**config.mk**
```make
export PLATFORM = sky130hd
export DESIGN_NAME = config_text_tokenizer_core
export DESIGN_NICKNAME = d
export VERILOG_FILES = /design/src/sv/ctt_pkg.sv /design/src/sv/ctt_front.sv /design/src/sv/ctt_queue.sv /design/src/sv/ctt_back.sv /design/src/sv/config_text_tokenizer_core.sv
export SDC_FILE = /design/constraint.sdc
export NUM_CORES = 1
export LEC_CHECK = 0
export ABC_CLOCK_PERIOD_IN_PS = 6370
export BUFFER_PORTS_ARGS = -buffer_cell sky130_fd_sc_hd__buf_4
export CORE_ASPECT_RATIO = 1.4
export CORE_MARGIN = 1
export CORE_UTILIZATION = 45
export DETAILED_ROUTE_END_ITERATION = 8
export SETUP_SLACK_MARGIN = 0.05
export SYNTH_ARGS = -nofsm -noshare
export SYNTH_HDL_FRONTEND = slang
export SYNTH_SLANG_ARGS = --single-unit
```
**constraint.sdc**
```tcl
create_clock -name clock -period 6.37 [get_ports clock]
set_clock_uncertainty 0.2 [all_clocks]
set_input_delay 1.274 -clock clock [delete_from_list [all_inputs] [get_ports clock]]
set_output_delay 1.274 -clock clock [all_outputs]
set_load 0.05 [all_outputs]
```
**src/sv/ctt_pkg.sv**
```systemverilog
package ctt_pkg;

   localparam int OFFSET_BITS_DEFAULT = 16;
   localparam int OUT_W = 16;
   localparam int QUEUE_DEPTH = 4;

   localparam logic [3:0] KIND_LBRACKET = 4'd0;
   localparam logic [3:0] KIND_RBRACKET = 4'd1;
   localparam logic [3:0] KIND_COMMA = 4'd2;
   localparam logic [3:0] KIND_EQUAL = 4'd3;
   localparam logic [3:0] KIND_DOT = 4'd4;
   localparam logic [3:0] KIND_EOF = 4'd5;
   localparam logic [3:0] KIND_NUMBER = 4'd6;
   localparam logic [3:0] KIND_STRING = 4'd7;
   localparam logic [3:0] KIND_NULL = 4'd8;
   localparam logic [3:0] KIND_TRUE = 4'd9;
   localparam logic [3:0] KIND_FALSE = 4'd10;

   localparam logic [1:0] ERR_NONE = 2'd0;
   localparam logic [1:0] ERR_UTF8 = 2'd1;
   localparam logic [1:0] ERR_UNTERMINATED = 2'd2;
   localparam logic [1:0] ERR_UNKNOWN = 2'd3;

   localparam logic [31:0] WORD_NULL = 32'h6E756C6C;
   localparam logic [31:0] WORD_TRUE = 32'h74727565;
   localparam logic [39:0] WORD_FALSE = 40'h66616C7365;

   typedef struct packed {
      logic [3:0]       token_kind;
      logic [1:0]       error_code;
      logic [OUT_W-1:0] token_start;
      logic [OUT_W-1:0] token_length;
      logic             last_of_run;
   } token_type;

   // results of one accepted byte, in order
   typedef struct packed {
      logic [1:0] count;
      token_type  first;
      token_type  second;
   } push_type;

endpackage

```
**src/sv/ctt_front.sv**
```systemverilog
module ctt_front #(
   parameter int OFFSET_BITS = ctt_pkg::OFFSET_BITS_DEFAULT
) (
   input  logic               clock,
   input  logic               reset,
   input  logic               take,
   input  logic [7:0]         text_byte,
   output ctt_pkg::push_type  push
);

   localparam int OW = ctt_pkg::OUT_W;
   localparam logic [OFFSET_BITS-1:0] POS_MAX = '1;

   localparam logic [2:0] MODE_IDLE = 3'd0;
   localparam logic [2:0] MODE_NUMBER = 3'd1;
   localparam logic [2:0] MODE_WORD = 3'd2;
   localparam logic [2:0] MODE_STRING = 3'd3;
   localparam logic [2:0] MODE_DISCARD = 3'd4;

   localparam logic [7:0] CHR_NUL = 8'h00;
   localparam logic [7:0] CHR_DQUOTE = 8'h22;
   localparam logic [7:0] CHR_SQUOTE = 8'h27;
   localparam logic [7:0] CHR_BACKSLASH = 8'h5C;

   logic [2:0]             mode_ff, mode_in;
   logic [OFFSET_BITS-1:0] pos_ff, pos_in;
   logic [OFFSET_BITS-1:0] origin_ff, origin_in;
   logic                   single_ff, single_in;
   logic                   bslash_ff, bslash_in;
   logic [1:0]             pend_ff, pend_in;
   logic [39:0]            prefix_ff, prefix_in;

   logic [OFFSET_BITS-1:0] pos_inc;
   logic [OFFSET_BITS-1:0] span;
   logic                   number_cont;
   logic                   word_cont;
   logic [7:0]             quote;

   logic                   idle_emit;
   logic [2:0]             idle_mode;
   ctt_pkg::token_type     idle_tok;

   ctt_pkg::token_type     res_a, res_b;
   logic [1:0]             res_n;

   assign pos_inc = (pos_ff == POS_MAX) ? pos_ff : pos_ff + 1'b1;
   assign span = pos_ff - origin_ff;
   assign quote = single_ff ? CHR_SQUOTE : CHR_DQUOTE;

   always_comb begin
      number_cont = 1'b0;
      case (text_byte) inside
         [8'h30:8'h39], 8'h2E, 8'h2B, 8'h2D, 8'h65, 8'h45: number_cont = 1'b1;
         default: number_cont = 1'b0;
      endcase
   end

   always_comb begin
      word_cont = 1'b0;
      case (text_byte) inside
         [8'h30:8'h39], [8'h41:8'h5A], [8'h61:8'h7A], 8'h5F, 8'h2D: word_cont = 1'b1;
         default: word_cont = 1'b0;
      endcase
   end

   // fresh lex of the byte from idle; shared by idle mode and number or word ends
   always_comb begin
      idle_emit = 1'b1;
      idle_mode = MODE_IDLE;
      idle_tok.token_kind = ctt_pkg::KIND_LBRACKET;
      idle_tok.error_code = ctt_pkg::ERR_NONE;
      idle_tok.token_start = OW'(pos_ff);
      idle_tok.token_length = OW'(1);
      idle_tok.last_of_run = 1'b0;
      unique case (text_byte) inside
         8'h5B: idle_tok.token_kind = ctt_pkg::KIND_LBRACKET;
         8'h5D: idle_tok.token_kind = ctt_pkg::KIND_RBRACKET;
         8'h2C: idle_tok.token_kind = ctt_pkg::KIND_COMMA;
         8'h3D: idle_tok.token_kind = ctt_pkg::KIND_EQUAL;
         8'h2E: idle_tok.token_kind = ctt_pkg::KIND_DOT;
         8'h00: begin
            idle_tok.token_kind = ctt_pkg::KIND_EOF;
            idle_tok.token_length = '0;
         end
         [8'h30:8'h39], 8'h2B, 8'h2D: begin
            idle_emit = 1'b0;
            idle_mode = MODE_NUMBER;
         end
         8'h22, 8'h27: begin
            idle_emit = 1'b0;
            idle_mode = MODE_STRING;
         end
         [8'h41:8'h5A], [8'h61:8'h7A], 8'h5F: begin
            idle_emit = 1'b0;
            idle_mode = MODE_WORD;
         end
         default: begin
            idle_mode = MODE_DISCARD;
            idle_tok.token_kind = ctt_pkg::KIND_LBRACKET;
            idle_tok.error_code = ctt_pkg::ERR_UNKNOWN;
            idle_tok.token_length = '0;
         end
      endcase
   end

   always_comb begin
      logic run_idle;
      ctt_pkg::token_type err_tok;
      ctt_pkg::token_type end_tok;

      mode_in = mode_ff;
      origin_in = origin_ff;
      single_in = single_ff;
      bslash_in = bslash_ff;
      pend_in = pend_ff;
      prefix_in = prefix_ff;
      res_a = idle_tok;
      res_b = idle_tok;
      res_n = 2'd0;
      run_idle = 1'b0;

      err_tok.token_kind = ctt_pkg::KIND_LBRACKET;
      err_tok.error_code = ctt_pkg::ERR_UTF8;
      err_tok.token_start = OW'(pos_ff);
      err_tok.token_length = '0;
      err_tok.last_of_run = 1'b0;

      end_tok.token_kind = ctt_pkg::KIND_NUMBER;
      end_tok.error_code = ctt_pkg::ERR_NONE;
      end_tok.token_start = OW'(origin_ff);
      end_tok.token_length = OW'(span);
      end_tok.last_of_run = 1'b0;

      unique case (mode_ff)
         MODE_IDLE: run_idle = 1'b1;
         MODE_NUMBER: begin
            if (!number_cont) begin
               res_a = end_tok;
               res_n = 2'd1;
               run_idle = 1'b1;
            end
         end
         MODE_WORD: begin
            if (word_cont) begin
               prefix_in = {prefix_ff[31:0], text_byte};
            end else begin
               // keyword only when the whole identifier matches
               if (span == OFFSET_BITS'(4) && prefix_ff[31:0] == ctt_pkg::WORD_NULL) begin
                  end_tok.token_kind = ctt_pkg::KIND_NULL;
               end else if (span == OFFSET_BITS'(4) &&
                            prefix_ff[31:0] == ctt_pkg::WORD_TRUE) begin
                  end_tok.token_kind = ctt_pkg::KIND_TRUE;
               end else if (span == OFFSET_BITS'(5) && prefix_ff == ctt_pkg::WORD_FALSE) begin
                  end_tok.token_kind = ctt_pkg::KIND_FALSE;
               end else begin
                  end_tok.token_kind = ctt_pkg::KIND_STRING;
               end
               res_a = end_tok;
               res_n = 2'd1;
               run_idle = 1'b1;
            end
         end
         MODE_STRING: begin
            if (pend_ff != 2'd0) begin
               if (text_byte[7:6] == 2'b10) begin
                  pend_in = pend_ff - 2'd1;
                  bslash_in = 1'b0;
               end else begin
                  res_a = err_tok;
                  res_n = 2'd1;
                  mode_in = MODE_DISCARD;
               end
            end else if (text_byte == CHR_NUL) begin
               err_tok.error_code = ctt_pkg::ERR_UNTERMINATED;
               res_a = err_tok;
               res_n = 2'd1;
               mode_in = MODE_DISCARD;
            end else if (!text_byte[7]) begin
               if (text_byte == quote && !bslash_ff) begin
                  end_tok.token_kind = ctt_pkg::KIND_STRING;
                  res_a = end_tok;
                  res_n = 2'd1;
                  mode_in = MODE_IDLE;
               end else begin
                  bslash_in = (text_byte == CHR_BACKSLASH);
               end
            end else begin
               bslash_in = 1'b0;
               case (text_byte) inside
                  [8'hC2:8'hDF]: pend_in = 2'd1;
                  [8'hE0:8'hEF]: pend_in = 2'd2;
                  [8'hF0:8'hF4]: pend_in = 2'd3;
                  default: begin
                     res_a = err_tok;
                     res_n = 2'd1;
                     mode_in = MODE_DISCARD;
                  end
               endcase
            end
         end
         default: mode_in = MODE_DISCARD;
      endcase

      if (run_idle) begin
         mode_in = idle_mode;
         if (idle_emit) begin
            if (res_n == 2'd0) begin
               res_a = idle_tok;
            end else begin
               res_b = idle_tok;
            end
            res_n = res_n + 2'd1;
         end
         unique case (idle_mode)
            MODE_NUMBER: origin_in = pos_ff;
            MODE_WORD: begin
               origin_in = pos_ff;
               prefix_in = {32'd0, text_byte};
            end
            MODE_STRING: begin
               origin_in = pos_inc;
               single_in = (text_byte == CHR_SQUOTE);
               bslash_in = 1'b0;
               pend_in = 2'd0;
            end
            default: ;
         endcase
      end

      if (text_byte == CHR_NUL) begin
         mode_in = MODE_IDLE;
         pos_in = '0;
         origin_in = '0;
         bslash_in = 1'b0;
         pend_in = 2'd0;
         prefix_in = '0;
      end else begin
         pos_in = pos_inc;
      end

      if (res_n == 2'd2) begin
         res_b.last_of_run = 1'b1;
      end else begin
         res_a.last_of_run = 1'b1;
      end
   end

   always_ff @(posedge clock) begin
      if (reset) begin
         mode_ff <= MODE_IDLE;
         pos_ff <= '0;
         origin_ff <= '0;
         single_ff <= 1'b0;
         bslash_ff <= 1'b0;
         pend_ff <= 2'd0;
         prefix_ff <= '0;
      end else if (take) begin
         mode_ff <= mode_in;
         pos_ff <= pos_in;
         origin_ff <= origin_in;
         single_ff <= single_in;
         bslash_ff <= bslash_in;
         pend_ff <= pend_in;
         prefix_ff <= prefix_in;
      end
   end

   assign push.count = take ? res_n : 2'd0;
   assign push.first = res_a;
   assign push.second = res_b;

endmodule

```
**src/sv/ctt_queue.sv**
```systemverilog
module ctt_queue (
   input  logic               clock,
   input  logic               reset,
   input  ctt_pkg::push_type  push,
   input  logic               pop,
   output logic               full,
   output logic               nonempty,
   output ctt_pkg::token_type head
);

   localparam int DEPTH = ctt_pkg::QUEUE_DEPTH;
   localparam int PW = $clog2(DEPTH);

   ctt_pkg::token_type q_ff [DEPTH];
   logic [PW-1:0] wr_ff, wr_in;
   logic [PW-1:0] rd_ff, rd_in;
   logic [PW:0]   cnt_ff, cnt_in;
   logic [PW-1:0] wr_next;

   assign wr_next = wr_ff + 1'b1;
   // room for two words must remain, a byte can yield two tokens
   assign full = (cnt_ff > (PW + 1)'(DEPTH - 2));
   assign nonempty = (cnt_ff != '0);
   assign head = q_ff[rd_ff];

   always_comb begin
      wr_in = wr_ff + PW'(push.count);
      rd_in = rd_ff + PW'(pop);
      cnt_in = cnt_ff + (PW + 1)'(push.count) - (PW + 1)'(pop);
   end

   always_ff @(posedge clock) begin
      if (push.count != 2'd0) begin
         q_ff[wr_ff] <= push.first;
      end
      if (push.count == 2'd2) begin
         q_ff[wr_next] <= push.second;
      end
   end

   always_ff @(posedge clock) begin
      if (reset) begin
         wr_ff <= '0;
         rd_ff <= '0;
         cnt_ff <= '0;
      end else begin
         wr_ff <= wr_in;
         rd_ff <= rd_in;
         cnt_ff <= cnt_in;
      end
   end

endmodule

```
**src/sv/ctt_back.sv**
```systemverilog
module ctt_back (
   input  logic                         clock,
   input  logic                         reset,
   input  logic                         nonempty,
   input  ctt_pkg::token_type           head,
   output logic                         pop,
   output logic                         rsp_valid,
   input  logic                         rsp_stall,
   output logic [3:0]                   rsp_token_kind,
   output logic [1:0]                   rsp_error_code,
   output logic [ctt_pkg::OUT_W-1:0]    rsp_token_start,
   output logic [ctt_pkg::OUT_W-1:0]    rsp_token_length,
   output logic                         rsp_last_of_run
);

   logic               valid_ff, valid_in;
   ctt_pkg::token_type word_ff;

   assign pop = nonempty && (!valid_ff || !rsp_stall);
   assign valid_in = pop || (valid_ff && rsp_stall);

   always_ff @(posedge clock) begin
      if (reset) begin
         valid_ff <= 1'b0;
      end else begin
         valid_ff <= valid_in;
      end
   end

   always_ff @(posedge clock) begin
      if (pop) begin
         word_ff <= head;
      end
   end

   assign rsp_valid = valid_ff;
   assign rsp_token_kind = word_ff.token_kind;
   assign rsp_error_code = word_ff.error_code;
   assign rsp_token_start = word_ff.token_start;
   assign rsp_token_length = word_ff.token_length;
   assign rsp_last_of_run = word_ff.last_of_run;

endmodule

```
**src/sv/config_text_tokenizer_core.sv**
```systemverilog
// channel   | ports                                   | direction
// req       | req_valid, req_stall, req_text_byte     | byte in
// rsp       | rsp_valid, rsp_stall, rsp_token_kind,   | token out
//           | rsp_error_code, rsp_token_start,        |
//           | rsp_token_length, rsp_last_of_run       |
//
// One byte per cycle is taken while req_stall is low; the lexer state updates in that cycle.
// A byte yields zero, one or two tokens; the output register sends one token
// per cycle while rsp_stall is low, so a byte's two tokens leave one after the other.
// A byte's first token passes through the token queue and the output register to rsp.
// req_stall rises when the 4-entry token queue has fewer than two free slots.
// Synchronous reset clears lexer state, queue pointers and rsp_valid.
module config_text_tokenizer_core #(
   parameter int OFFSET_BITS = ctt_pkg::OFFSET_BITS_DEFAULT
) (
   input  logic                         clock,
   input  logic                         reset,
   input  logic                         req_valid,
   output logic                         req_stall,
   input  logic [7:0]                   req_text_byte,
   output logic                         rsp_valid,
   input  logic                         rsp_stall,
   output logic [3:0]                   rsp_token_kind,
   output logic [1:0]                   rsp_error_code,
   output logic [ctt_pkg::OUT_W-1:0]    rsp_token_start,
   output logic [ctt_pkg::OUT_W-1:0]    rsp_token_length,
   output logic                         rsp_last_of_run
);

   logic               take;
   logic               full;
   logic               nonempty;
   logic               pop;
   ctt_pkg::push_type  push;
   ctt_pkg::token_type head;

   assign req_stall = full;
   assign take = req_valid && !full;

   ctt_front #(
      .OFFSET_BITS(OFFSET_BITS)
   ) u_front (
      .clock(clock),
      .reset(reset),
      .take(take),
      .text_byte(req_text_byte),
      .push(push)
   );

   ctt_queue u_queue (
      .clock(clock),
      .reset(reset),
      .push(push),
      .pop(pop),
      .full(full),
      .nonempty(nonempty),
      .head(head)
   );

   ctt_back u_back (
      .clock(clock),
      .reset(reset),
      .nonempty(nonempty),
      .head(head),
      .pop(pop),
      .rsp_valid(rsp_valid),
      .rsp_stall(rsp_stall),
      .rsp_token_kind(rsp_token_kind),
      .rsp_error_code(rsp_error_code),
      .rsp_token_start(rsp_token_start),
      .rsp_token_length(rsp_token_length),
      .rsp_last_of_run(rsp_last_of_run)
   );

endmodule

```
==> impl_metrics.env, run 1 <==
export IMPL_syn_area_mm2=0.01412
export IMPL_areaGrowthSynthToFinish_pct=10.49
export IMPL_routed_top_layer="met4"
export IMPL_cts_max_level=1
export IMPL_tns_ns=0
export IMPL_n_antenna_cell=0
export IMPL_cp_required_ns=6.39
export IMPL_grt_max_degree=48
export IMPL_viasPerCell=6.210
export IMPL_finalCritPeriodShare_pct=75.43
export IMPL_dr_pass1_iters=5
export IMPL_cts_tree="built"
export IMPL_vias=10710
export IMPL_period_needed_ns=4.805
export IMPL_post_cts_resized=0
export IMPL_clock_latency_ns=0.57
export IMPL_seqPwrFrac_pct=42.5
export IMPL_nets=1354
export IMPL_fp_row_count=76
export IMPL_die_w_um=151.7
export IMPL_route_met2_wl_um=18080
export IMPL_switching_share_pct=33.95
export IMPL_grt_pass1_wl_um=57500
export IMPL_end_kind="flop"
export IMPL_synthDistinctLibCells=88
export IMPL_start_kind="input pin"
export IMPL_ir_drop_uv=282.4
export IMPL_hold_viol_final=0
export IMPL_hp_class="reg2reg"
export IMPL_ys_ff_latch=282
export IMPL_drv_cap=0
export IMPL_wl_per_cell_um=21.27
export IMPL_p_leak_nw=5.296
export IMPL_gp_congestion=0.8990
export IMPL_ios=53
export IMPL_hpwl_um=24690
export IMPL_coreArea_mm2=0.03081
export IMPL_synth_area_leader_cell="edfxtp_1"
export IMPL_setup_slack_ns=1.565
export IMPL_setup_viol=0
export IMPL_seq_area_frac_synth_pct=49.28
export IMPL_post_cts_buffers=0
export IMPL_path_clk_slew_ns=0.06
export IMPL_ys_flop_type="dfxtp_1"
export IMPL_synthTopCellsByCount="dfxtp_1, edfxtp_1, a22o_1"
export IMPL_clkSinkCount=282
export IMPL_p_int_w=0.003608
export IMPL_cts_buffer_depth=3
export IMPL_wl_met1_um=15880
export IMPL_port_buffer_count=52
export IMPL_die_y_um=211.6
export IMPL_routed_wirelength_um=36680
export IMPL_die_area_mm2=0.03209
export IMPL_clock_root_buffer="clkbuf_16"
export IMPL_rsz0062_at_grt="false"
export IMPL_switching_power_w=0.001855
export IMPL_drt_iter0_drc=798
export IMPL_yosys_cell_count_top_type="dfxtp_1"
export IMPL_pwr_density_cell_mw_per_mm2=350.3
export IMPL_place_ws_ns=1.001
export IMPL_critPathKind="in2reg"
export IMPL_ant_nets=0
export IMPL_cp_max_fo=23
export IMPL_remaining_drc_errors=0
export IMPL_pwr_share_comb_pct=27.8
export IMPL_grt_usage_pct=23.11
export IMPL_drive_gt1_share_pct=14.01
export IMPL_syn_nets=1359
export IMPL_met3_length_um=1688
export IMPL_final_max_slew_violation_count=0
export IMPL_synth_top_cell_area_share_pct=27.87
export IMPL_antenna_found_initial=0
export IMPL_relSlewSlack_pct=23.30
export IMPL_grt_pass1_vias=10340
export IMPL_tightest_slew_ns=1.150
export IMPL_synth_area_leaders="edfxtp_1, dfxtp_1, a22o_1, mux4_2, nand2_1"
export IMPL_yosysWarnings=0
export IMPL_clock_power_share_pct=29.7
export IMPL_fmax_mhz=208.1
export IMPL_globalRoute_totalOverflow=0
export IMPL_avgSynthCellArea_um2=10.69
export IMPL_synth_cells=1321
export IMPL_synth_edf_count=131
export IMPL_arrival_ns=4.82
export IMPL_async_reset_ff_share_pct=0
export IMPL_initial_utilization_pct=45.82
export IMPL_numCtsBuffers=28
export IMPL_cts_hold_buf=0
export IMPL_outcome="complete, no violations"
-- stage by stage --
stage                     hold slack (ns)  util (%)  cells  power (W)  cell area [um^2]
after floorplan                    0.2271         -   1321   0.003448             14120
after global placement             0.2396     47.74   1676   0.003878             14710
after detailed placement           0.2464     47.74   1676   0.003895             14710
after CTS                          0.2570     50.63   1725   0.005517             15600
after global routing               0.2704     50.63   1725   0.005697             15600
final                              0.2547     50.63   1725   0.005463             15600
-- worst paths after layout --
kind                            cells after the start  slack (ns)                       startpoint                         endpoint
worst max-delay path                               13        1.57                 req_text_byte[4]    u_queue.q_ff[1][30]$_DFFE_PP_
worst min-delay path                                2        0.25  u_queue.q_ff[3][5]$_SDFFE_PP0N_  u_queue.q_ff[3][5]$_SDFFE_PP0N_
worst max register to register                     11        1.75   u_front.pos_ff[0]$_SDFFE_PP0P_    u_queue.q_ff[1][36]$_DFFE_PP_
worst min register to register                      2        0.25  u_queue.q_ff[3][5]$_SDFFE_PP0N_  u_queue.q_ff[3][5]$_SDFFE_PP0N_
-- area by class of cell --
class                      count  area, um^2
clock inverter                 8       106.4
sequential                   282        6959
timing repair buffer          73       548.0
inverter                      33       123.9
tap                          390       488.0
multi-input combinational    898        6590
fill                        2811       15210
clock buffer                  41       782.0
-- power groups by stage --
| stage | Sequential [W] | Clock [W] | Combinational, W |
|---|---|---|---|
| after floorplan | 0.00274 | 0 | 0.000703 |
| after global placement | 0.00235 | 0 | 0.00153 |
| after detailed placement | 0.00236 | 0 | 0.00154 |
| after CTS | 0.00232 | 0.00165 | 0.00154 |
| after global routing | 0.00235 | 0.00172 | 0.00162 |
| final | 0.00232 | 0.00162 | 0.00152 |
-- critical path, cell delays in order --
cell and delay, ns:
buf_4 0.15, nor4b_2 0.42, nand4_1 0.21, a32o_1 0.29, o21ai_0 0.29, o21ai_0 0.18
ha_1 0.41, nor4_2 0.06, buf_4 0.20, nor3_2 0.50, a21oi_1 0.35, inv_1 0.12
buf_4 0.35
-- cells by family (layout without fill, tap and decap cells) --
group                      after synthesis  count (layout)  synth area share [%]
DFF                                    282             282                 49.28
buffers and inverters                  141             155                 4.166
adders and majority gates               26              26                 2.411
muxes                                   44              44                 6.586
and+or+nand+nor                        411             411                 15.35
xor gates and xnor gates                26              26                 1.613
AOI/OAI and AO/OA                      391             391                 20.59
-- state kept, by name, summed over array words and instances, names as in the netlist --
name                     flops
u_back.rsp_token_length     16
u_front.mode_ff              3
u_back.rsp_last_of_run       1
u_front.pend_ff              2
u_queue.rd_ff                2
u_queue.cnt_ff               3
u_back.rsp_error_code        2
u_front.bslash_ff            1
u_front.origin_ff           16
u_queue.wr_ff                2
u_queue.q_ff               156
u_back.rsp_token_start      16
u_back.rsp_token_kind        4
u_front.single_ff            1
u_front.prefix_ff           40
u_back.rsp_valid             1
u_front.pos_ff              16
-- layout by cell type, fill, tap and decap left out, types with 17 or more instances in the layout --
| master | n |
|---|---|
| a21oi_1 | 61 |
| a22o_1 | 119 |
| buf_4 | 73 |
| clkbuf_16 | 29 |
| dfxtp_1 | 149 |
| edfxtp_1 | 131 |
| ha_1 | 24 |
| inv_1 | 33 |
| mux4_2 | 39 |
| nand2_1 | 102 |
| nand2b_1 | 17 |
| nand3_1 | 63 |
| nor2_1 | 69 |
| nor3_1 | 32 |
| o21ai_0 | 61 |
| o22ai_1 | 21 |
| or3_1 | 19 |
| xnor2_1 | 17 |
-- per-layer routing --
metal  vias up  global-route usage (%)
li1       5061                       -
met1      5292                   30.33
met2       295                   39.20
met4         0                   7.887
met3        65                   2.565
met5         -                       0
Note: power is estimated with default switching activity, not from simulation.
==> run 2, diff against run 1 <==
Settings changed: ABC_CLOCK_PERIOD_IN_PS 6370 to 4400.
Clock period 6.37 ns to 4.4 ns, I/O delays scaled along.
==> run 2 against run 1 <==
  * Sequential cell count unchanged
  * Total power up 49%
  * Largest power group unchanged
  * Combinational power up 53%
  * Largest cell class unchanged
  * Highest routed layer unchanged
  * Critical endpoint is now u_queue.q_ff[0][35]$_DFFE_PP_
==> impl_metrics.env, run 2 (synthesis gave the netlist of run 1 again) <==
export IMPL_register_area_mm2=0.006959
export IMPL_grt_pass1_wl_um=58910
export IMPL_port_buffer_count=52
export IMPL_relSlewSlack_pct=24.15
export IMPL_route_met2_wl_um=18790
export IMPL_die_y_um=211.6
export IMPL_clkSinkCount=282
export IMPL_clock_power_share_pct=30.1
export IMPL_drv_cap=0
export IMPL_areaGrowthSynthToFinish_pct=15.98
export IMPL_hold_viol_final=0
export IMPL_cp_slowest_cell="or4_1"
export IMPL_clock_root_buffer="clkbuf_16"
export IMPL_end_kind="flop"
export IMPL_met3_length_um=1726
export IMPL_grt_usage_pct=23.79
export IMPL_remaining_drc_errors=0
export IMPL_pwr_density_cell_mw_per_mm2=497.2
export IMPL_min_from="u_queue.q_ff[3][14]$_SDFFE_PP0N_"
export IMPL_post_cts_buffers=0
export IMPL_regMostFlops="u_queue.q_ff"
export IMPL_post_route_util_pct=53.14
export IMPL_arrival_ns=4.13
export IMPL_ir_drop_uv=277.1
export IMPL_cts_tree="built"
export IMPL_grt_pass1_vias=10670
export IMPL_drive_gt1_share_pct=19.02
export IMPL_fp_row_count=76
export IMPL_period_needed_ns=4.050
export IMPL_layout_commonest_cell="dfxtp_1"
export IMPL_rrSetupSlack_ns=0.35
export IMPL_reg_largest_list="u_queue.q_ff: 156 flops, u_front.prefix_ff: 40 flops"
export IMPL_globalRoute_totalOverflow=0
export IMPL_crit_buf_inv=2
export IMPL_initial_utilization_pct=45.82
export IMPL_tightest_slew_ns=1.138
export IMPL_ant_nets=0
export IMPL_setup_viol=0
export IMPL_fmax_mhz=246.9
export IMPL_path_cells="inv_1 -> ha_1 -> a21oi_1 -> o21ai_0 -> a2111o_1 -> o221ai_1 -> xnor2_1 -> or4_1 -> nor4b_2 -> buf_4 -> o22ai_1"
export IMPL_finalCritPeriodShare_pct=92.04
export IMPL_p_leak_nw=5.721
export IMPL_instances_no_fill=1804
export IMPL_viasPerCell=6.063
export IMPL_cp_max_fo=10
export IMPL_die_w_um=151.7
export IMPL_hold_path_endpoint="u_queue.q_ff[3][14]$_SDFFE_PP0N_"
export IMPL_cts_buffer_depth=3
export IMPL_cts_max_level=1
export IMPL_wl_met1_um=15760
export IMPL_cp_required_ns=4.48
export IMPL_critPathKind="reg2reg"
export IMPL_hp_class="reg2reg"
export IMPL_clock_latency_ns=0.56
export IMPL_tns_ns=0
export IMPL_critPathTopFamily="compound AO/OA/AOI/OAI gates"
export IMPL_layout_common_cells="dfxtp_1, buf_4, edfxtp_1"
export IMPL_grt_max_degree=48
export IMPL_final_max_slew_violation_count=0
export IMPL_antenna_found_initial=0
export IMPL_pwr_share_comb_pct=28.5
export IMPL_routed_wirelength_um=37630
export IMPL_gp_congestion=0.9222
export IMPL_routed_top_layer="met4"
export IMPL_largest_register_ffs=156
export IMPL_switching_share_pct=33.63
export IMPL_die_area_mm2=0.03209
export IMPL_rsz0062_at_grt="false"
export IMPL_multi_input_area_mm2=0.006619
export IMPL_dr_pass1_iters=7
export IMPL_vias=10940
export IMPL_seqPwrFrac_pct=41.4
export IMPL_ios=53
export IMPL_wl_per_cell_um=20.86
export IMPL_numCtsBuffers=29
export IMPL_hpwl_um=26390
export IMPL_post_cts_resized=0
export IMPL_n_antenna_cell=0
export IMPL_p_int_w=0.005403
export IMPL_outcome="complete, no violations"
export IMPL_dpl_cell_count=1751
export IMPL_coreArea_mm2=0.03081
export IMPL_r2r_end="u_queue.q_ff[0][35]$_DFFE_PP_"
export IMPL_r2r_cells=11
export IMPL_nets=1430
export IMPL_r2r_start="u_front.origin_ff[8]$_SDFFE_PP0P_"
export IMPL_start_kind="flop"
export IMPL_critPathMaxStageDelay_ns=0.70
export IMPL_switching_power_w=0.002738
export IMPL_min_path_cells=2
export IMPL_drt_iter0_drc=852
export IMPL_path_clk_slew_ns=0.06
export IMPL_cts_hold_buf=0
export IMPL_nFillCells=2751
-- run 2: final cells by class --
class / count / share of cell area [%]
timing repair buffer: 148 / 7.551
tap: 390 / 2.981
clock inverter: 15 / 0.9935
inverter: 33 / 0.7795
clock buffer: 38 / 4.761
multi-input combinational: 898 / 40.43
sequential: 282 / 42.51
-- run 2: worst max-delay path by stage --
stage | to | from | cells past startpoint
4_1_cts | u_queue.q_ff[0][35]$_DFFE_PP_ | u_front.origin_ff[8]$_SDFFE_PP0P_ | 11
6_report | u_queue.q_ff[0][35]$_DFFE_PP_ | u_front.origin_ff[8]$_SDFFE_PP0P_ | 11
5_1_grt | u_queue.q_ff[3][35]$_DFFE_PP_ | u_front.origin_ff[8]$_SDFFE_PP0P_ | 11
3_5_place_dp | u_queue.q_ff[3][32]$_DFFE_PP_ | req_text_byte[4] | 13
3_3_place_gp | u_queue.q_ff[3][31]$_DFFE_PP_ | req_text_byte[4] | 12
2_1_floorplan | u_queue.q_ff[0][0]$_DFFE_PP_ | req_text_byte[4] | 13
-- run 2: through the flow --
stage | setup slack, ns | hold WS (ns) | cell area (um^2) | total power, W
after floorplan | 0.05291 | 0.2271 | 14160 | 0.005005
after global placement | 0.09892 | 0.2395 | 15430 | 0.005748
after detailed placement | 0.03452 | 0.2460 | 15430 | 0.005771
after CTS | 0.4312 | 0.2559 | 16370 | 0.008221
after global routing | 0.1793 | 0.2733 | 16370 | 0.008495
final | 0.3502 | 0.2535 | 16370 | 0.008141
-- run 2: power groups by stage --
stage / sequential [W] / clock (W) / combinational, W
2_1_floorplan: 0.00397 / 0 / 0.00104
3_3_place_gp: 0.00343 / 0 / 0.00232
3_5_place_dp: 0.00344 / 0 / 0.00233
4_1_cts: 0.00338 / 0.00250 / 0.00234
5_1_grt: 0.00342 / 0.00261 / 0.00247
6_report: 0.00337 / 0.00245 / 0.00232
-- run 2: tightest hold or removal path, delay by kind of cell, from the launching register on --
kind | cells | cell delay (ns)
flops | 1 | 0.31
compound gates | 1 | 0.05
simple gates | 1 | 0.05
-- run 2: layer usage --
| metal | vias to the layer above | GRT usage, % |
|---|---|---|
| li1 | 5219 | - |
| met1 | 5296 | 30.51 |
| met2 | 339 | 40.16 |
| met3 | 83 | 2.845 |
| met4 | 0 | 9.935 |
| met5 | - | 0 |
